`src/sv/sckq_pkg.sv`:
```
// types, codes and the scan code table of the scan code to ascii key queue
// no dependencies; every other file of the block but sckq_if imports this package
package sckq_pkg;

    typedef enum logic [1:0] {
        OP_KEY       = 2'd0,
        OP_READ_CHAR = 2'd1,
        OP_READ_CODE = 2'd2,
        OP_CLEAR_Q   = 2'd3
    } t_opcode;

    typedef enum logic [2:0] {
        ST_OK       = 3'd0,
        ST_SILENT   = 3'd1,
        ST_UNMAPPED = 3'd2,
        ST_FULL     = 3'd3,
        ST_EMPTY    = 3'd4
    } t_status;

    typedef enum logic [2:0] {
        CMD_STORE,
        CMD_SILENT,
        CMD_UNMAPPED,
        CMD_READ_CHAR,
        CMD_READ_CODE,
        CMD_CLEAR
    } t_cmd_kind;

    typedef struct packed {
        t_cmd_kind  kind;
        logic [7:0] ch;
        logic [7:0] code;
    } t_cmd;

    typedef struct packed {
        logic       hit;
        logic       letter;
        logic       caps;
        logic       tab;
        logic [7:0] plain;
        logic [7:0] shifted;
    } t_key_info;

    localparam logic [7:0] BREAK_BIT   = 8'h80;
    localparam logic [7:0] SHIFT_RIGHT = 8'h36;
    localparam logic [7:0] SHIFT_LEFT  = 8'h2A;
    localparam logic [7:0] NO_CHAR     = 8'hFF;

    function automatic t_key_info mk_key(input logic [7:0] plain, input logic [7:0] shifted);
        t_key_info info;
        info         = '0;
        info.hit     = 1'b1;
        info.plain   = plain;
        info.shifted = shifted;
        return info;
    endfunction

    function automatic t_key_info mk_letter(input logic [7:0] plain);
        t_key_info info;
        info        = mk_key(plain, plain & 8'hDF);
        info.letter = 1'b1;
        return info;
    endfunction

    function automatic t_key_info key_lookup(input logic [7:0] code);
        t_key_info info;
        info = '0;
        case (code)
            8'h1E: info = mk_letter(8'h61);
            8'h30: info = mk_letter(8'h62);
            8'h2E: info = mk_letter(8'h63);
            8'h20: info = mk_letter(8'h64);
            8'h12: info = mk_letter(8'h65);
            8'h21: info = mk_letter(8'h66);
            8'h22: info = mk_letter(8'h67);
            8'h23: info = mk_letter(8'h68);
            8'h17: info = mk_letter(8'h69);
            8'h24: info = mk_letter(8'h6A);
            8'h25: info = mk_letter(8'h6B);
            8'h26: info = mk_letter(8'h6C);
            8'h32: info = mk_letter(8'h6D);
            8'h31: info = mk_letter(8'h6E);
            8'h18: info = mk_letter(8'h6F);
            8'h19: info = mk_letter(8'h70);
            8'h10: info = mk_letter(8'h71);
            8'h13: info = mk_letter(8'h72);
            8'h1F: info = mk_letter(8'h73);
            8'h14: info = mk_letter(8'h74);
            8'h16: info = mk_letter(8'h75);
            8'h2F: info = mk_letter(8'h76);
            8'h11: info = mk_letter(8'h77);
            8'h2D: info = mk_letter(8'h78);
            8'h15: info = mk_letter(8'h79);
            8'h2C: info = mk_letter(8'h7A);
            8'h02: info = mk_key(8'h31, 8'h21);
            8'h03: info = mk_key(8'h32, 8'h40);
            8'h04: info = mk_key(8'h33, 8'h23);
            8'h05: info = mk_key(8'h34, 8'h24);
            8'h06: info = mk_key(8'h35, 8'h25);
            8'h07: info = mk_key(8'h36, 8'h5E);
            8'h08: info = mk_key(8'h37, 8'h26);
            8'h09: info = mk_key(8'h38, 8'h2A);
            8'h0A: info = mk_key(8'h39, 8'h28);
            8'h0B: info = mk_key(8'h30, 8'h29);
            8'h0C: info = mk_key(8'h2D, 8'h5F);
            8'h0D: info = mk_key(8'h3D, 8'h2B);
            8'h1A: info = mk_key(8'h5B, 8'h7B);
            8'h1B: info = mk_key(8'h5D, 8'h7D);
            8'h27: info = mk_key(8'h3B, 8'h3A);
            8'h28: info = mk_key(8'h27, 8'h22);
            8'h29: info = mk_key(8'h60, 8'h7E);
            8'h2B: info = mk_key(8'h5C, 8'h7C);
            8'h33: info = mk_key(8'h2C, 8'h3C);
            8'h34: info = mk_key(8'h2E, 8'h3E);
            8'h35: info = mk_key(8'h2F, 8'h3F);
            8'h39: info = mk_key(8'h20, 8'h20);
            8'h1C: info = mk_key(8'h0A, 8'h0A);
            8'h0E: info = mk_key(8'h08, 8'h08);
            8'h3A: begin
                info      = mk_key(8'h63, 8'h63);
                info.caps = 1'b1;
            end
            8'h0F: begin
                info     = mk_key(8'h09, 8'h09);
                info.tab = 1'b1;
            end
            // arrow keys queue as no-character
            8'h48, 8'h4B, 8'h4D, 8'h50: info = mk_key(NO_CHAR, NO_CHAR);
            default: info = '0;
        endcase
        return info;
    endfunction

endpackage

```
`src/sv/sckq_cmd_queue.sv`:
```
// two-entry command queue between the front end and the key queue back end
// depends on sckq_pkg
module sckq_cmd_queue (
    input  logic           i_clk,
    input  logic           i_rst_n,
    input  logic           i_push_valid,
    output logic           o_push_ready,
    input  sckq_pkg::t_cmd i_push_cmd,
    output logic           o_pop_valid,
    input  logic           i_pop_ready,
    output sckq_pkg::t_cmd o_pop_cmd
);
    import sckq_pkg::*;

    t_cmd       r_slot [2];
    logic       r_wsel, r_rsel;
    logic [1:0] r_cnt;
    logic       push, pop;

    assign o_push_ready = (r_cnt != 2'd2);
    assign o_pop_valid  = (r_cnt != 2'd0);
    assign o_pop_cmd    = r_slot[r_rsel];
    assign push         = i_push_valid && o_push_ready;
    assign pop          = o_pop_valid && i_pop_ready;

    always_ff @(posedge i_clk) begin
        if (!i_rst_n) begin
            r_wsel <= 1'b0;
            r_rsel <= 1'b0;
            r_cnt  <= 2'd0;
        end else begin
            if (push) begin
                r_wsel <= !r_wsel;
            end
            if (pop) begin
                r_rsel <= !r_rsel;
            end
            case ({push, pop})
                2'b10:   r_cnt <= r_cnt + 2'd1;
                2'b01:   r_cnt <= r_cnt - 2'd1;
                default: r_cnt <= r_cnt;
            endcase
        end
    end

    always_ff @(posedge i_clk) begin
        if (push) begin
            r_slot[r_wsel] <= i_push_cmd;
        end
    end

endmodule

```
`config.mk`:
```
export PLATFORM = sky130hd
export DESIGN_NAME = sckq_cmd_queue
export DESIGN_NICKNAME = d
export VERILOG_FILES = /design/src/sv/sckq_pkg.sv /design/src/sv/sckq_cmd_queue.sv
export SDC_FILE = /design/constraint.sdc
export NUM_CORES = 1
export LEC_CHECK = 0
export BUFFER_PORTS_ARGS = -buffer_cell sky130_fd_sc_hd__buf_4
export CORE_MARGIN = 4
export CORE_UTILIZATION = 42
export DETAILED_ROUTE_END_ITERATION = 10
export GPL_TIMING_DRIVEN = 0
export PLACE_DENSITY = 0.71
export SYNTH_ARGS = -nofsm -noshare
export SYNTH_HDL_FRONTEND = slang
export SYNTH_SLANG_ARGS = --single-unit
export TNS_END_PERCENT = 5
```
`constraint.sdc`:
```
create_clock -name i_clk -period 1.9 [get_ports i_clk]
set_input_delay 0.475 -clock i_clk [delete_from_list [all_inputs] [get_ports i_clk]]
set_output_delay 0.475 -clock i_clk [all_outputs]
set_load 0.005 [all_outputs]
```
==> results of run 1 <==
==> cells by family after synthesis <==
family,Yosys count
fa+ha+maj,1
simple gates,9
buf+inv,3
mux,19
flops,43
compound gates,5
xor+xnor,3
==> worst max-delay path, cell delays in order (launching register included) <==
cell and delay (ps):
dfxtp_1 320, buf_6 120, buf_8 140, mux2_2 340, buf_4 140
==> timing repair <==
| action | CTS | global route |
|---|---|---|
| resized for setup | 5 | 0 |
| endpoints found under the setup margin | 10 | 0 |
| setup buffers | 2 | 0 |
==> synth_stat cells <==
cell type / number
dfxtp_1: 5
a21boi_1: 1
buf_2: 2
or3_1: 1
inv_1: 1
o21a_1: 1
xnor2_1: 3
nand2_1: 1
nand3b_1: 1
ha_1: 1
a21boi_0: 1
mux2_2: 19
nand2b_1: 1
a21bo_2: 1
and2_1: 1
and3_1: 1
or2_2: 1
nor2b_1: 2
edfxtp_1: 38
o21ai_0: 1
==> worst max path at each step <==
stage,slack (ps),cells after the start,endpoint
2_1_floorplan,360,3,o_pop_cmd[0]
3_3_place_gp,100,4,o_pop_cmd[3]
3_5_place_dp,70,4,o_pop_cmd[3]
4_1_cts,60,4,o_pop_cmd[3]
5_1_grt,20,4,o_pop_cmd[2]
6_report,70,4,o_pop_cmd[3]
==> registers in the layout (all words and copies together), names as in the netlist, named ones only <==
name / cells
r_slot: 38
r_cnt: 2
r_wsel: 1
r_rsel: 1
==> stage by stage <==
| stage | setup slack (ps) | total power (W) | util (%) |
|---|---|---|---|
| after floorplan | 365 | 0.00171 | - |
| after global placement | 97.5 | 0.00206 | 54.2 |
| after detailed placement | 66.4 | 0.00209 | 54.2 |
| after CTS | 59.7 | 0.00272 | 57.7 |
| after global routing | 16.1 | 0.00284 | 57.7 |
| final | 74.8 | 0.00268 | 57.7 |
==> per-layer routing <==
layer	vias up	wire length, microns
met3	5	189
met4	0	46
met1	420	1030
met5	-	0
met2	31	1440
li1	417	-
==> area by class of cell <==
cell class | count | area share (%)
Sequential cell | 43 | 58.8
Timing Repair Buffer | 45 | 16.6
Multi-Input combinational cell | 37 | 16.4
Clock buffer | 5 | 3.26
Tap cell | 48 | 2.85
Buffer | 2 | 1.24
Clock inverter | 3 | 0.711
Inverter | 1 | 0.178
==> power groups by stage <==
stage | combinational (W) | clock [W] | sequential (W)
5_1_grt | 0.000960 | 0.000608 | 0.00127
3_5_place_dp | 0.000811 | 0 | 0.00128
4_1_cts | 0.000901 | 0.000558 | 0.00126
6_report | 0.000879 | 0.000544 | 0.00126
2_1_floorplan | 0.000447 | 0 | 0.00126
3_3_place_gp | 0.000787 | 0 | 0.00127
==> flow_metrics.env, run 1 <==
export IMPL_grt_first_pass_wirelength_mm=4.32
export IMPL_clk_latency_ps=290
export IMPL_cts_hold_buf=0
export IMPL_worstPathMaxFanout=10
export IMPL_setup_tns_ps=0
export IMPL_p_int_w=0.00199
export IMPL_nFillCells=298
export IMPL_grt_use_met2_pct=20.4
export IMPL_wl_mm=2.70
export IMPL_rsz0062_at_grt="false"
export IMPL_r2r_cells=2
export IMPL_most_common_layout_cells="buf_4 (44), edfxtp_1 (38), mux2_2 (19)"
export IMPL_placement_cell_area_sq_mm=0.00198
export IMPL_syn_nets=107
export IMPL_maxCapViolations=0
export IMPL_hold_path_class="in -> reg"
export IMPL_cts_buffers=5
export IMPL_fin_cells=184
export IMPL_slew_headroom_pct=40.6
export IMPL_r2r_start="r_cnt[0]"
export IMPL_multi_input_area_sq_um=345
export IMPL_core_sq_mm=0.00366
export IMPL_ys_seq_area_share_pct=77.6
export IMPL_initial_core_util_pct=43.7
export IMPL_row_count=22
export IMPL_muxShareOfSynthArea_pct=13.4
export IMPL_leakagePower_nw=0.803
export IMPL_cp_required_ps=1420
export IMPL_yosysUniqueCellTypes=20
export IMPL_yosysWarningCount=0
export IMPL_rrSetupSlack_ps=120
export IMPL_wl_per_cell_microns=14.7
export IMPL_dr_pass1_iters=4
export IMPL_path_clk_slew_ps=80
export IMPL_track_usage_pct=12.0
export IMPL_dp_cells=174
export IMPL_synth_simple_area_share_pct=3.44
export IMPL_fin_crit_ps=1830
export IMPL_pin_count=44
export IMPL_grt_use_met1_pct=12.6
export IMPL_nets=159
export IMPL_fin_area_sq_mm=0.00211
export IMPL_die_w_microns=69.7
export IMPL_cp_arrival_ps=1350
export IMPL_sw_frac_of_total_pct=25.8
export IMPL_setup_violations=0
export IMPL_synth_fa_ha_area_share_pct=0.782
export IMPL_syn_avg_cell_area_sq_um=19.3
export IMPL_syn_area_sq_mm=0.00160
export IMPL_root_buffer="clkbuf_8"
export IMPL_synthTopCellsByArea="edfxtp_1 (71%), mux2_2 (13%), dfxtp_1 (6.3%)"
export IMPL_finalHoldViolCount=0
export IMPL_seqCellArea_sq_mm=0.00124
export IMPL_hold_end="r_slot[1][10]"
export IMPL_synthCells=83
export IMPL_post_route_period_util_pct=96.1
export IMPL_fin_worst_skew_ps=5.07
export IMPL_p_per_area_mw_per_mm2=1270
export IMPL_ys_ff_latch=43
export IMPL_vias=873
export IMPL_crit_path_end_kind="primary output"
export IMPL_antenna_found_initial=0
export IMPL_drc_errors=0
export IMPL_synth_top_area_share_pct=71.3
export IMPL_grt_max_degree=20
export IMPL_p_seq_share_pct=46.9
export IMPL_h_tree_depth=2
export IMPL_synth_compound_area_share_pct=2.35
export IMPL_critPathKind="reg -> out"
export IMPL_worstReg2RegEnd="r_slot[1][18]"
export IMPL_antenna_left=0
export IMPL_final_max_slew_viol_count=0
export IMPL_ctsLongestPathBuffers=2
export IMPL_vias_per_cell=4.74
export IMPL_synth_top_area_cell="edfxtp_1"
export IMPL_outcome="completed"
export IMPL_io_buffers=43
export IMPL_start_kind="flop"
export IMPL_cts_tree="built"
export IMPL_clock_power_share_pct=20.3
export IMPL_hpwlAfterDp_mm=1.88
export IMPL_worst_pin_slew_ps=892
export IMPL_syn2layout_area_growth_pct=31.9
export IMPL_holdCritStartpoint="i_push_cmd[10]"
export IMPL_whs_ps=364
export IMPL_grt_pass1_vias=940
export IMPL_drt_iter0_drc=38
export IMPL_drive_above_1_share_pct=55.9
export IMPL_die_area_sq_mm=0.00486
export IMPL_clock_sinks=43
export IMPL_dieHeight_microns=69.7
export IMPL_use_met3_pct=5.07
export IMPL_final_common_cell="buf_4"
export IMPL_diodes=0
export IMPL_place_congestion=0.625
export IMPL_grt_busiest_layer="met2"
export IMPL_synth_top_family_by_area="multiplexers"
export IMPL_max_freq_mhz=548
export IMPL_min_path_cells=1
export IMPL_ir_drop_mv=0.784
export IMPL_grt_ovfl_total=0
export IMPL_synth_xor_area_share_pct=1.64
export IMPL_p_comb_share_pct=32.8
export IMPL_power_net_switching_w=0.000693
(Power assumes the default switching activity.)
==> run 2, diff against run 1 <==
--- a/config.mk
+++ b/config.mk
@@ -5,6 +5,7 @@
 export SDC_FILE = /design/constraint.sdc
 export NUM_CORES = 1
 export LEC_CHECK = 0
+export ABC_AREA = 1
 export BUFFER_PORTS_ARGS = -buffer_cell sky130_fd_sc_hd__buf_4
 export CORE_MARGIN = 4
 export CORE_UTILIZATION = 42
==> flow_metrics.env, run 2 <==
export IMPL_vias=946
export IMPL_ys_ff_latch=43
export IMPL_utilization_pct=59.4
export IMPL_p_seq_share_pct=47.5
export IMPL_syn_avg_cell_area_sq_um=17.5
export IMPL_row_count=22
export IMPL_drt_iter0_drc=40
export IMPL_grt_ovfl_total=0
export IMPL_drive_above_1_share_pct=53.0
export IMPL_crit_path_end_kind="primary output"
export IMPL_place_ws_ps=183
export IMPL_final_max_slew_viol_count=0
export IMPL_wl_per_cell_microns=14.0
export IMPL_nFillCells=319
export IMPL_antenna_left=0
export IMPL_clock_power_share_pct=26.7
export IMPL_nets=174
export IMPL_path_clk_slew_ps=80
export IMPL_synth_async_reset_ratio_pct=0
export IMPL_clock_sinks=43
export IMPL_sw_frac_of_total_pct=23.8
export IMPL_worstReg2RegEnd="r_slot[1][5]"
export IMPL_grt_pass1_vias=994
export IMPL_synthCells=95
export IMPL_cp_arrival_ps=1330
export IMPL_die_area_sq_mm=0.00503
export IMPL_post_route_period_util_pct=95.0
export IMPL_clk_latency_ps=290
export IMPL_worstPathMaxFanout=10
export IMPL_slew_headroom_pct=62.7
export IMPL_syn_area_sq_mm=0.00166
export IMPL_start_kind="flop"
export IMPL_multi_input_area_sq_um=375
export IMPL_synthTopCellsByArea="edfxtp_1 (69%), mux2_4 (9.0%), mux2_2 (6.1%)"
export IMPL_wl_met2_mm=1.42
export IMPL_core_sq_mm=0.00374
export IMPL_top_layer="met4"
export IMPL_vias_per_cell=4.75
export IMPL_synthFlopType="edfxtp_1"
export IMPL_finalHoldViolCount=0
export IMPL_rsz0062_at_grt="false"
export IMPL_hold_end="r_slot[0][13]"
export IMPL_pin_count=44
export IMPL_hold_path_class="in -> reg"
export IMPL_hpwlAfterDp_mm=2.05
export IMPL_power_net_switching_w=0.000602
export IMPL_worst_pin_slew_ps=558
export IMPL_max_freq_mhz=554
export IMPL_wl_mm=2.78
export IMPL_holdCritStartpoint="i_push_cmd[13]"
export IMPL_fin_worst_skew_ps=3.95
export IMPL_top_regs="r_slot x38, r_cnt x2"
export IMPL_regMostFlops="r_slot"
export IMPL_ys_seq_area_share_pct=74.7
export IMPL_ctsLongestPathBuffers=2
export IMPL_grt_max_degree=16
export IMPL_place_congestion=0.730
export IMPL_synth_commonest_cells="edfxtp_1 (38), mux2_4 (10), nor2_1 (10), mux2_2 (9), nand2_1 (9)"
export IMPL_r2r_start="r_cnt[0]"
export IMPL_final_common_cell="buf_4"
export IMPL_synth_edf_count=38
export IMPL_grt_first_pass_wirelength_mm=4.46
export IMPL_met3_length_microns=197
export IMPL_root_buffer="clkbuf_8"
export IMPL_post_synth_top_count_cell="edfxtp_1"
export IMPL_maxCapViolations=0
export IMPL_critPathKind="reg -> out"
export IMPL_cts_hold_buf=0
export IMPL_seqCellArea_sq_mm=0.00124
export IMPL_p_comb_share_pct=25.9
export IMPL_min_path_cells=1
export IMPL_p_int_w=0.00192
export IMPL_drc_errors=0
export IMPL_setup_violations=0
export IMPL_dieHeight_microns=70.9
export IMPL_antenna_found_initial=0
export IMPL_initial_core_util_pct=44.4
export IMPL_leakagePower_nw=0.891
export IMPL_ir_drop_mv=0.696
export IMPL_track_usage_pct=11.8
export IMPL_dr_pass1_iters=4
export IMPL_cts_buffers=5
export IMPL_yosysWarningCount=0
export IMPL_fin_crit_ps=1800
export IMPL_wl_met1_mm=1.12
export IMPL_p_per_area_mw_per_mm2=1140
export IMPL_outcome="completed"
export IMPL_whs_ps=365
export IMPL_largest_reg_flops=38
export IMPL_h_tree_depth=2
export IMPL_r2r_cells=5
export IMPL_rrSetupSlack_ps=240
export IMPL_cp_required_ps=1420
export IMPL_syn_nets=119
export IMPL_yosysUniqueCellTypes=17
export IMPL_die_w_microns=70.9
export IMPL_synth_top_area_share_pct=68.7
export IMPL_cts_tree="built"
export IMPL_most_common_layout_cells="buf_4 (45), edfxtp_1 (38), mux2_4 (10)"
export IMPL_syn2layout_area_growth_pct=33.7
export IMPL_fin_ws_ps=95.6
export IMPL_synth_top_area_cell="edfxtp_1"
export IMPL_diodes=0
export IMPL_io_buffers=43
==> run 2: cell count changes after synthesis, moves of 3 or more <==
cell and change:
inv_1 +3, nand2_1 +8, mux2_4 +10, mux2_2 -10
xnor2_1 -3, nor2_1 +10
==> run 2: cell families after synthesis <==
| family | Yosys count | share of synthesized area, % |
|---|---|---|
| AO/OA/AOI/OAI | 3 | 1.05 |
| adder cells (fa/ha/maj) | 1 | 0.753 |
| buffers and inverters | 7 | 3.01 |
| flip-flops | 43 | 74.7 |
| multiplexers | 19 | 15.1 |
| AND/OR/NAND/NOR | 22 | 5.35 |
==> run 2: layout make-up <==
class / instances / area share [%]
Sequential cell: 43 / 55.9
Timing Repair Buffer: 48 / 17.5
Multi-Input combinational cell: 45 / 16.9
Clock buffer: 5 / 3.10
Tap cell: 48 / 2.70
Clock inverter: 3 / 1.75
Buffer: 2 / 1.41
Inverter: 5 / 0.845
==> run 2: per-layer routing <==
metal	global-route usage, %	vias to the layer above
met2	20.2	36
met3	4.83	5
met4	4.38	0
met1	13.3	451
li1	-	454
met5	0	-
==> run 2: power groups by stage <==
| stage | Combinational [W] | Sequential, W | Clock [W] |
|---|---|---|---|
| 2_1_floorplan | 0.000346 | 0.00121 | 0 |
| 3_3_place_gp | 0.000580 | 0.00122 | 0 |
| 3_5_place_dp | 0.000628 | 0.00122 | 0 |
| 4_1_cts | 0.000629 | 0.00120 | 0.000694 |
| 5_1_grt | 0.000709 | 0.00121 | 0.000740 |
| 6_report | 0.000653 | 0.00120 | 0.000673 |
==> run 2: through the flow <==
| stage | total power (W) | cells | TNS (ps) | cell area (sq um) |
|---|---|---|---|---|
| finish | 0.00253 | 199 | 0 | 2220 |
| global route | 0.00266 | 199 | 0 | 2220 |
| CTS | 0.00252 | 196 | 0 | 2190 |
| detailed placement | 0.00185 | 188 | 0 | 2080 |
| global placement | 0.00180 | 186 | -16820 | 2040 |
| floorplan | 0.00156 | 95 | 0 | 1660 |
==> run 2: critical path: stages, from the launching register on <==
cell	delay, ps
dfxtp_1	330
buf_6	130
buf_12	150
mux2_4	300
buf_4	140
==> run 2: repair_timing <==
| action | in CTS | in global routing |
|---|---|---|
| buffers inserted | 0 | 3 |
| hold endpoints to repair | 0 | 0 |
| endpoints found under the setup margin | 0 | 7 |
| gates resized for setup | 0 | 0 |
==> run 2: worst max-delay path by stage <==
stage | startpoint | slack [ps] | depth (start not counted) | endpoint
after floorplan | r_cnt[0] | 60 | 4 | r_slot[1][0]
after global placement | i_push_valid | -450 | 3 | r_slot[1][16]
after detailed placement | i_push_valid | 180 | 4 | r_slot[1][13]
after CTS | flop | 30 | 4 | o_pop_cmd[3]
after global routing | flop | 40 | 4 | o_pop_cmd[0]
final | flop | 100 | 4 | o_pop_cmd[3]
