==> config.mk <==
export PLATFORM = sky130hd
export DESIGN_NAME = sckq_front_flat
export DESIGN_NICKNAME = d
export VERILOG_FILES = /design/src/sv/sckq_pkg.sv /design/src/sv/sckq_if.sv /design/src/sv/sckq_front.sv /design/src/flat_wrapper.sv
export SDC_FILE = /design/constraint.sdc
export NUM_CORES = 1
export LEC_CHECK = 0
export BUFFER_PORTS_ARGS = -buffer_cell sky130_fd_sc_hd__buf_4
export CAP_MARGIN = 10
export CORE_ASPECT_RATIO = 0.8
export CORE_MARGIN = 4
export CORE_UTILIZATION = 51
export CTS_CLUSTER_SIZE = 28
export DETAILED_ROUTE_END_ITERATION = 12
export PLACE_DENSITY = 0.78
export REMOVE_ABC_BUFFERS = 1
export SETUP_SLACK_MARGIN = 0.05
export SLEW_MARGIN = 20
export SYNTH_ARGS = -nofsm -noshare
export SYNTH_HDL_FRONTEND = slang
export SYNTH_SLANG_ARGS = --single-unit
export TNS_END_PERCENT = 50
==> constraint.sdc <==
create_clock -name i_clk -period 2 [get_ports i_clk]
set_input_delay 0.1 -clock i_clk [delete_from_list [all_inputs] [get_ports i_clk]]
set_output_delay 0.1 -clock i_clk [all_outputs]
set_load 0.05 [all_outputs]
==> src/sv/sckq_pkg.sv <==
// types, codes and the scan code table of the scan code to ascii key queue
// no dependencies; every other file of the block but sckq_if imports this package
package sckq_pkg;

    typedef enum logic [1:0] {
        OP_KEY       = 2'd0,
        OP_READ_CHAR = 2'd1,
        OP_READ_CODE = 2'd2,
        OP_CLEAR_Q   = 2'd3
    } t_opcode;

    typedef enum logic [2:0] {
        ST_OK       = 3'd0,
        ST_SILENT   = 3'd1,
        ST_UNMAPPED = 3'd2,
        ST_FULL     = 3'd3,
        ST_EMPTY    = 3'd4
    } t_status;

    typedef enum logic [2:0] {
        CMD_STORE,
        CMD_SILENT,
        CMD_UNMAPPED,
        CMD_READ_CHAR,
        CMD_READ_CODE,
        CMD_CLEAR
    } t_cmd_kind;

    typedef struct packed {
        t_cmd_kind  kind;
        logic [7:0] ch;
        logic [7:0] code;
    } t_cmd;

    typedef struct packed {
        logic       hit;
        logic       letter;
        logic       caps;
        logic       tab;
        logic [7:0] plain;
        logic [7:0] shifted;
    } t_key_info;

    localparam logic [7:0] BREAK_BIT   = 8'h80;
    localparam logic [7:0] SHIFT_RIGHT = 8'h36;
    localparam logic [7:0] SHIFT_LEFT  = 8'h2A;
    localparam logic [7:0] NO_CHAR     = 8'hFF;

    function automatic t_key_info mk_key(input logic [7:0] plain, input logic [7:0] shifted);
        t_key_info info;
        info         = '0;
        info.hit     = 1'b1;
        info.plain   = plain;
        info.shifted = shifted;
        return info;
    endfunction

    function automatic t_key_info mk_letter(input logic [7:0] plain);
        t_key_info info;
        info        = mk_key(plain, plain & 8'hDF);
        info.letter = 1'b1;
        return info;
    endfunction

    function automatic t_key_info key_lookup(input logic [7:0] code);
        t_key_info info;
        info = '0;
        case (code)
            8'h1E: info = mk_letter(8'h61);
            8'h30: info = mk_letter(8'h62);
            8'h2E: info = mk_letter(8'h63);
            8'h20: info = mk_letter(8'h64);
            8'h12: info = mk_letter(8'h65);
            8'h21: info = mk_letter(8'h66);
            8'h22: info = mk_letter(8'h67);
            8'h23: info = mk_letter(8'h68);
            8'h17: info = mk_letter(8'h69);
            8'h24: info = mk_letter(8'h6A);
            8'h25: info = mk_letter(8'h6B);
            8'h26: info = mk_letter(8'h6C);
            8'h32: info = mk_letter(8'h6D);
            8'h31: info = mk_letter(8'h6E);
            8'h18: info = mk_letter(8'h6F);
            8'h19: info = mk_letter(8'h70);
            8'h10: info = mk_letter(8'h71);
            8'h13: info = mk_letter(8'h72);
            8'h1F: info = mk_letter(8'h73);
            8'h14: info = mk_letter(8'h74);
            8'h16: info = mk_letter(8'h75);
            8'h2F: info = mk_letter(8'h76);
            8'h11: info = mk_letter(8'h77);
            8'h2D: info = mk_letter(8'h78);
            8'h15: info = mk_letter(8'h79);
            8'h2C: info = mk_letter(8'h7A);
            8'h02: info = mk_key(8'h31, 8'h21);
            8'h03: info = mk_key(8'h32, 8'h40);
            8'h04: info = mk_key(8'h33, 8'h23);
            8'h05: info = mk_key(8'h34, 8'h24);
            8'h06: info = mk_key(8'h35, 8'h25);
            8'h07: info = mk_key(8'h36, 8'h5E);
            8'h08: info = mk_key(8'h37, 8'h26);
            8'h09: info = mk_key(8'h38, 8'h2A);
            8'h0A: info = mk_key(8'h39, 8'h28);
            8'h0B: info = mk_key(8'h30, 8'h29);
            8'h0C: info = mk_key(8'h2D, 8'h5F);
            8'h0D: info = mk_key(8'h3D, 8'h2B);
            8'h1A: info = mk_key(8'h5B, 8'h7B);
            8'h1B: info = mk_key(8'h5D, 8'h7D);
            8'h27: info = mk_key(8'h3B, 8'h3A);
            8'h28: info = mk_key(8'h27, 8'h22);
            8'h29: info = mk_key(8'h60, 8'h7E);
            8'h2B: info = mk_key(8'h5C, 8'h7C);
            8'h33: info = mk_key(8'h2C, 8'h3C);
            8'h34: info = mk_key(8'h2E, 8'h3E);
            8'h35: info = mk_key(8'h2F, 8'h3F);
            8'h39: info = mk_key(8'h20, 8'h20);
            8'h1C: info = mk_key(8'h0A, 8'h0A);
            8'h0E: info = mk_key(8'h08, 8'h08);
            8'h3A: begin
                info      = mk_key(8'h63, 8'h63);
                info.caps = 1'b1;
            end
            8'h0F: begin
                info     = mk_key(8'h09, 8'h09);
                info.tab = 1'b1;
            end
            // arrow keys queue as no-character
            8'h48, 8'h4B, 8'h4D, 8'h50: info = mk_key(NO_CHAR, NO_CHAR);
            default: info = '0;
        endcase
        return info;
    endfunction

endpackage

==> src/sv/sckq_if.sv <==
// valid/ready channel interfaces for the key queue input and result beats
// no dependencies
interface sckq_in_if;
    logic       valid;
    logic       ready;
    logic [1:0] opcode;
    logic [7:0] scan_code;

    modport source (output valid, output opcode, output scan_code, input ready);
    modport sink   (input valid, input opcode, input scan_code, output ready);
endinterface


==> src/sv/sckq_front.sv <==
// front end: accepts input beats, tracks shift and caps, translates scan codes
// depends on sckq_pkg and sckq_in_if
module sckq_front (
    input  logic          i_clk,
    input  logic          i_rst_n,
    sckq_in_if.sink       i_in,
    output logic          o_push_valid,
    input  logic          i_push_ready,
    output sckq_pkg::t_cmd o_push_cmd
);
    import sckq_pkg::*;

    logic      r_shift, r_caps;
    logic      n_shift, n_caps;
    logic      accept;
    t_key_info info;
    t_cmd      cmd;
    logic      upper;
    logic [7:0] ch;

    assign i_in.ready   = i_push_ready;
    assign accept       = i_in.valid && i_push_ready;
    assign o_push_valid = i_in.valid;
    assign o_push_cmd   = cmd;

    assign info  = key_lookup(i_in.scan_code);
    assign upper = r_shift ^ (r_caps & info.letter);
    assign ch    = upper ? info.shifted : info.plain;

    always_comb begin
        n_shift   = r_shift;
        n_caps    = r_caps;
        cmd.kind  = CMD_SILENT;
        cmd.ch    = 8'h00;
        cmd.code  = i_in.scan_code;
        case (t_opcode'(i_in.opcode))
            OP_KEY: begin
                if (i_in.scan_code > BREAK_BIT) begin
                    if (i_in.scan_code == (SHIFT_RIGHT | BREAK_BIT)
                        || i_in.scan_code == (SHIFT_LEFT | BREAK_BIT)) begin
                        n_shift = !r_shift;
                    end
                end else if (i_in.scan_code == SHIFT_RIGHT
                             || i_in.scan_code == SHIFT_LEFT) begin
                    n_shift = !r_shift;
                end else if (!info.hit) begin
                    cmd.kind = CMD_UNMAPPED;
                end else if (info.caps) begin
                    n_caps = !r_caps;
                end else if (!(info.tab && r_shift)) begin
                    cmd.kind = CMD_STORE;
                    cmd.ch   = ch;
                end
            end
            OP_READ_CHAR: cmd.kind = CMD_READ_CHAR;
            OP_READ_CODE: cmd.kind = CMD_READ_CODE;
            OP_CLEAR_Q:   cmd.kind = CMD_CLEAR;
            default:      cmd.kind = CMD_CLEAR;
        endcase
    end

    // shift and caps survive a queue clear, only the block reset drops them
    always_ff @(posedge i_clk) begin
        if (!i_rst_n) begin
            r_shift <= 1'b0;
            r_caps  <= 1'b0;
        end else if (accept) begin
            r_shift <= n_shift;
            r_caps  <= n_caps;
        end
    end

endmodule

==> src/flat_wrapper.sv <==
// flat-port wrapper written by rule: the top's interface ports become plain ports
module sckq_front_flat import sckq_pkg::*;
  (i_clk, i_rst_n, o_push_valid, i_push_ready, o_push_cmd, i_in_valid, i_in_opcode, i_in_scan_code, i_in_ready);
  sckq_in_if i_in_i ();
  input  logic i_clk;
  input  logic i_rst_n;
  output logic o_push_valid;
  input  logic i_push_ready;
  output sckq_pkg::t_cmd o_push_cmd;
  input wire logic [$bits(i_in_i.valid)-1:0] i_in_valid;
  input wire logic [$bits(i_in_i.opcode)-1:0] i_in_opcode;
  input wire logic [$bits(i_in_i.scan_code)-1:0] i_in_scan_code;
  output wire logic [$bits(i_in_i.ready)-1:0] i_in_ready;
  assign i_in_i.valid = i_in_valid;
  assign i_in_i.opcode = i_in_opcode;
  assign i_in_i.scan_code = i_in_scan_code;
  assign i_in_ready = i_in_i.ready;
  sckq_front u_core (.i_clk(i_clk), .i_rst_n(i_rst_n), .i_in(i_in_i), .o_push_valid(o_push_valid), .i_push_ready(i_push_ready), .o_push_cmd(o_push_cmd));
endmodule
==> flow_metrics.py, run 1 <==
metrics = {
    "floorplanning": {
        "pin_count": 35,
        "die-area_um2": 4364,
        "die_w_um": 72.87,
        "start_util_pct": 54.44,
        "num_rows": 18,
        "core_area_um2": 3153,
        "die_h_um": 59.89,
    },
    "timing": {
        "period_share_pct": 115.1,
        "slew_headroom_pct": 71.63,
        "finalMaxSlewViolations": 0,
        "fmax_mhz": 434.4,
        "fin_ws_ps": -302.0,
        "rsz0062_at_grt": "yes",
        "hold_viol": 0,
        "finalClockSkew_ps": 0,
        "setup_violations": 10,
        "fin_crit_ps": 2302,
        "worstMarginPinSlew_ps": 422.7,
    },
    "synthesis": {
        "syn_inst": 250,
        "synth_xor_xnor_area_share_pct": 1.531,
        "synth_warnings": 0,
        "netlist_area_um2": 1717,
        "async_flop_share_pct": 0,
        "yosysSeqAreaShare_pct": 2.332,
        "ys_seq_elements": 2,
        "synth-simple-area-share_pct": 26.24,
        "synth_top_family_by_area": "compound AO/OA/AOI/OAI gates",
        "synth_cell_types": 63,
        "muxShareOfSynthArea_pct": 4.883,
        "synthAdderAreaFrac_pct": 10.06,
        "yosys_most_used_dff": "dfxtp_1",
        "synth_compound_area_share_pct": 40.09,
        "avgSynthCellArea_um2": 6.867,
        "synth_edf_count": 0,
    },
    "clock_network": {
        "clk_path_buf_depth": 2,
        "clkTransAtPathRegs_ps": 30,
        "cts_root_buffer": "clkbuf_8",
        "clock_latency_ps": 210,
        "cts_tree": "done",
        "htree_levels": 1,
        "cts_num_sinks": 2,
        "numCtsBuffers": 3,
    },
    "grt": {
        "grt_first_pass_wirelength_um": 12110,
        "grtUsageTotal_pct": 36.82,
        "gr-total-overflow": 0,
        "grt_pass1_vias": 2275,
        "antenna_found_initial": 0,
        "grt_max_degree": 34,
    },
    "setup_path": {
        "r2r_end": "u_core.r_shift",
        "cpPeakStageDelay_ps": 440,
        "crit_path_end_kind": "output port",
        "timing.rr.start": "u_core.r_shift",
        "crit_buf_inv": 4,
        "slowest_stage": "a311o_1",
        "r2r_slack_ps": 1250,
        "worstSetupPathType": "in -> out",
        "path_cells": "buf_8 > buf_6 > ha_4 > nor2_4 > a211oi_2 > a311o_1 > a2111oi_4 > buf_4 > o211ai_1 > o21ai_1 > buf_6",
        "critPathLaunchType": "input pin",
        "cp.arrival_ps": 2200,
        "crit_fanout": 5,
        "cp.required_ps": 1900,
        "path_depth": 11,
        "r2r_cells": 2,
        "crit_top_cell": "buf_6",
        "crit_family": "compound AO/OA/AOI/OAI gates",
    },
    "power": {
        "p_total_w": 0.0008290,
        "power_density_nw_per_um2": 304.4,
        "peakVddDrop_uv": 244.1,
        "p_leak_nw": 1.182,
    },
    "layout": {
        "num-nets-final": 356,
        "syn2layout_area_growth_pct": 58.67,
        "final_core_util_pct": 86.39,
        "antenna_cells": 0,
        "drive_gt1_share_pct": 45.57,
        "fin_area_um2": 2724,
    },
    "flow_run": {
        "maxCapViolCount": 0,
    },
    "placed_design": {
        "numPortBuffers": 34,
        "dpl-instance-area_um2": 2326,
        "hpwl_um": 5318,
        "place_congestion": 1.012,
    },
    "drt": {
        "vias": 2666,
        "drc_errors": 0,
        "first_pass_iters": 7,
        "drt-total-wl_um": 8893,
        "routedWlPerCell_um": 24.23,
        "via_per_inst": 7.264,
        "drt_iter0_drc": 650,
        "ant_nets": 0,
    },
    "worst_hold_path": {
        "hp-class": "in -> reg",
        "min_to": "u_core.r_shift",
        "hold_depth": 2,
        "hold_start": "i_rst_n",
    },
    "status": {
        "status": "finished, violations left",
        "failed_checks": "setup timing",
    },
}
## Yosys cell counts, drive strengths merged (2+ instances only)
cell | count | area share [%]
buf | 27 | 11
nor2 | 22 | 5.0
a31oi | 5 | 1.8
a41o | 2 | 1.2
and3b | 2 | 1.0
a221oi | 2 | 1.4
a32oi | 4 | 2.0
mux2i | 5 | 2.9
o22ai | 3 | 1.1
inv | 11 | 2.4
and2 | 4 | 1.5
o311ai | 2 | 1.0
ha | 13 | 9.5
o31ai | 2 | 0.87
nand2b | 8 | 2.9
nand2 | 22 | 4.8
a211oi | 6 | 2.6
clkbuf | 7 | 1.5
o211ai | 10 | 4.4
o2111ai | 5 | 2.6
a21o | 2 | 0.87
o21ai | 21 | 6.1
xnor2 | 3 | 1.5
o2111a | 2 | 1.3
dfxtp | 2 | 2.3
nand3 | 5 | 1.5
and3 | 3 | 1.4
a21oi | 17 | 5.0
nor2b | 8 | 3.5
a22o | 3 | 1.5
## how the worst max path moves through the flow
stage / slack (ps) / end / startpoint
4_1_cts: -140 / o_push_cmd[14] / i_in_scan_code[1]
2_1_floorplan: -570 / o_push_cmd[12] / i_in_scan_code[1]
5_1_grt: -340 / o_push_cmd[17] / i_in_scan_code[1]
3_3_place_gp: -370 / o_push_cmd[14] / i_in_scan_code[0]
3_5_place_dp: -350 / o_push_cmd[14] / i_in_scan_code[0]
6_report: -300 / o_push_cmd[14] / i_in_scan_code[1]
## flip-flops by register name (all words and copies together) (netlist names)
register / cells
u_core.r_shift: 1
u_core.r_caps: 1
## power breakdown
group | internal [W] | switching [W]
Combinational | 0.000257 | 0.000371
Sequential | 0.0000403 | 0.0000000417
Clock | 0.000127 | 0.0000330
## metrics by stage
stage | std cells | setup WS [ps] | TNS (ps) | hold slack [ps]
3_5_place_dp | 354 | -350.2 | -2323 | 323.2
4_1_cts | 364 | -141.6 | -695.7 | 112.6
5_1_grt | 367 | -342.7 | -2442 | 125.7
6_report | 367 | -302.0 | -2166 | 114.5
3_3_place_gp | 354 | -366.6 | -2312 | 309.2
2_1_floorplan | 216 | -567.0 | -3474 | 200.0
## what timing repair did
item / 4_1_cts / 5_1_grt
hold buffers: 0 / 0
gates resized for setup: 36 / 24
pin swaps: 16 / 13
endpoints found under the setup margin: 10 / 10
setup buffers: 7 / 3
## area by class of cell
cell class	instances	area (um2)
multi-input combinational	203	1633
timing repair buffer	108	908.4
fill	173	429.2
inverter	11	51.30
tap	40	50.05
clock buffer	3	41.29
sequential	2	40.04
## layout by cell type (no fill, tap or decap), drive strengths merged, types with 6 or more instances in the layout
cell type	instances
nand2	22
buf	108
o211ai	10
nor2	22
inv	11
nor2b	8
ha	13
a21oi	17
a211oi	6
nand2b	8
o21ai	21
## routing by layer
layer | track usage (%) | routed length [um] | up-vias | part of all wire (%)
met2 | 56.17 | 3681 | 311 | 41
met5 | 0 | 0 | - | 0
met3 | 8.067 | 1317 | 106 | 15
li1 | - | - | 1081 | -
met4 | 17.37 | 763 | 0 | 8.6
met1 | 49.20 | 3131 | 1168 | 35
## cell families after synthesis
logic type	Yosys count
fa+ha+maj	14
buf+inv	45
simple gates	83
xor+xnor	3
compound gates	96
mux	7
flops	2
Power figures use the tool's default switching activity.
==> run 2, diff against run 1 <==
--- a/config.mk
+++ b/config.mk
@@ -15,2 +15,3 @@
 export PLACE_DENSITY = 0.78
+export RECOVER_POWER = 50
 export REMOVE_ABC_BUFFERS = 1
==> constraint.sdc (replaced) <==
create_clock -name i_clk -period 2 [get_ports i_clk]
set_input_delay 0.4 -clock i_clk [delete_from_list [all_inputs] [get_ports i_clk]]
set_output_delay 0.4 -clock i_clk [all_outputs]
set_load 0.05 [all_outputs]
==> flow_metrics.py, run 2 (synthesis gave the netlist of run 1 again) <==
metrics = {
    "status": {
        "status": "finished, violations left",
        "failed_checks": "setup timing",
    },
    "timing": {
        "slew_headroom_pct": 58.93,
        "worstMarginPinSlew_ps": 618.7,
        "fin_ws_ps": -907.7,
        "fmax_mhz": 343.9,
        "period_share_pct": 145.4,
        "finalClockSkew_ps": 0,
        "fin_crit_ps": 2908,
        "setup_violations": 11,
        "finalMaxSlewViolations": 0,
        "hold_viol": 0,
        "rsz0062_at_grt": "yes",
    },
    "flow_run": {
        "maxCapViolCount": 0,
    },
    "setup_path": {
        "cp-endpoint": "o_push_cmd[8]",
        "critPathLaunchType": "input pin",
        "r2r_end": "u_core.r_shift",
        "worstSetupPathType": "in -> out",
        "crit_fanout": 6,
        "r2r_cells": 2,
        "crit_path_start": "i_in_scan_code[0]",
        "cp.arrival_ps": 2510,
        "r2r_slack_ps": 1200,
        "timing.rr.start": "u_core.r_shift",
        "crit_path_end_kind": "output port",
        "cp.required_ps": 1600,
    },
    "layout": {
        "syn2layout_area_growth_pct": 55.32,
        "drive_gt1_share_pct": 43.15,
        "num-fill-cells": 189,
        "layout_commonest_cell": "buf_4",
        "final_cell_mix": "buf_4, nand2_1, nor2_1",
        "antenna_cells": 0,
        "top_regs": "u_core.r_caps: 1 flops, u_core.r_shift: 1 flops",
        "num-nets-final": 372,
        "finalNonFillerCells": 383,
    },
    "drt": {
        "routedWlPerCell_um": 20.44,
        "ant_nets": 0,
        "first_pass_iters": 5,
        "vias": 2561,
        "drt-total-wl_um": 7828,
        "via_per_inst": 6.687,
        "drc_errors": 0,
        "drt_iter0_drc": 490,
    },
    "clock_network": {
        "cts_root_buffer": "clkbuf_8",
        "htree_levels": 1,
        "clkTransAtPathRegs_ps": 30,
        "clk_path_buf_depth": 2,
        "clock_latency_ps": 210,
        "cts_tree": "done",
        "cts_num_sinks": 2,
        "numCtsBuffers": 3,
    },
    "floorplanning": {
        "die-area_um2": 4364,
        "pin_count": 35,
        "die_w_um": 72.87,
        "start_util_pct": 54.44,
        "core_area_um2": 3153,
        "die_h_um": 59.89,
        "num_rows": 18,
    },
    "grt": {
        "grt_max_degree": 21,
        "grt_first_pass_wirelength_um": 12190,
        "grtUsageTotal_pct": 36.45,
        "grt_pass1_vias": 2354,
        "gr-total-overflow": 0,
        "antenna_found_initial": 0,
    },
    "placed_design": {
        "dp.cells": 372,
        "numPortBuffers": 34,
        "hpwl_um": 5571,
        "dp_slack_ps": -930.9,
        "place_congestion": 1.007,
    },
    "power": {
        "peakVddDrop_uv": 256.9,
        "p_leak_nw": 1.196,
        "power_density_nw_per_um2": 292.9,
    },
    "worst_hold_path": {
        "hp-class": "in -> reg",
        "hold_depth": 2,
    },
}
==> run 2: area by class of cell <==
cell class / count / area [um2] / area share (%)
inverters: 11 / 51.30 / 1.924
clock buffers: 3 / 41.29 / 1.549
flip-flops and latches: 2 / 40.04 / 1.502
well taps: 40 / 50.05 / 1.877
repair buffers: 124 / 965.9 / 36.23
multi-input cells: 203 / 1518 / 56.92
==> run 2: power by group <==
| part | switching (W) | internal (W) | total (W) |
|---|---|---|---|
| sequential | 0.0000000502 | 0.0000403 | 0.0000403 |
| clock | 0.0000279 | 0.000127 | 0.000155 |
| combinational | 0.000336 | 0.000249 | 0.000586 |
| total | 0.000364 | 0.000417 | 0.000781 |
==> run 2: worst max-delay path: stages <==
cell and delay (ps):
buf_4 130, clkinvlp_4 160, ha_4 320, a211oi_4 60, a311o_1 420, a21o_1 210
or3_4 370, a221oi_4 230, buf_6 200
==> run 2: what timing repair did <==
action	4_1_cts	5_1_grt
gates cloned	0	0
setup buffers	8	0
setup endpoints to repair	11	11
hold buffers	0	0
pin swaps	8	2
gates resized for setup	29	6
==> run 2: metrics by stage <==
step / total power (W) / instance area (um2) / util, % / setup TNS, ps / hold WS, ps
after floorplan: 0.0002404 / 1503 / - / -9474 / 521.7
final: 0.0007808 / 2666 / 84.56 / -8402 / 407.1
after global routing: 0.0008167 / 2666 / 84.56 / -9015 / 419.0
after CTS: 0.0007566 / 2661 / 84.40 / -7707 / 408.5
after detailed placement: 0.0005673 / 2436 / 77.26 / -8631 / 590.9
after global placement: 0.0005647 / 2436 / 77.26 / -8128 / 573.6
==> run 2: how the worst min path moves through the flow <==
stage,startpoint,endpoint,slack [ps]
floorplan,i_rst_n,u_core.r_caps,520
global placement,u_core.r_caps,u_core.r_caps,570
detailed placement,u_core.r_caps,u_core.r_caps,590
CTS,i_rst_n,u_core.r_caps,410
global route,i_rst_n,u_core.r_shift,420
finish,i_rst_n,u_core.r_caps,410
==> run 2: routing by layer <==
| metal | GRT usage, % | wire length, um | vias to the layer above |
|---|---|---|---|
| li1 | - | - | 1114 |
| met5 | 0 | 0 | - |
| met1 | 49.15 | 3068 | 1157 |
| met2 | 57.07 | 3410 | 239 |
| met3 | 9.580 | 1073 | 51 |
| met4 | 10.53 | 276 | 0 |
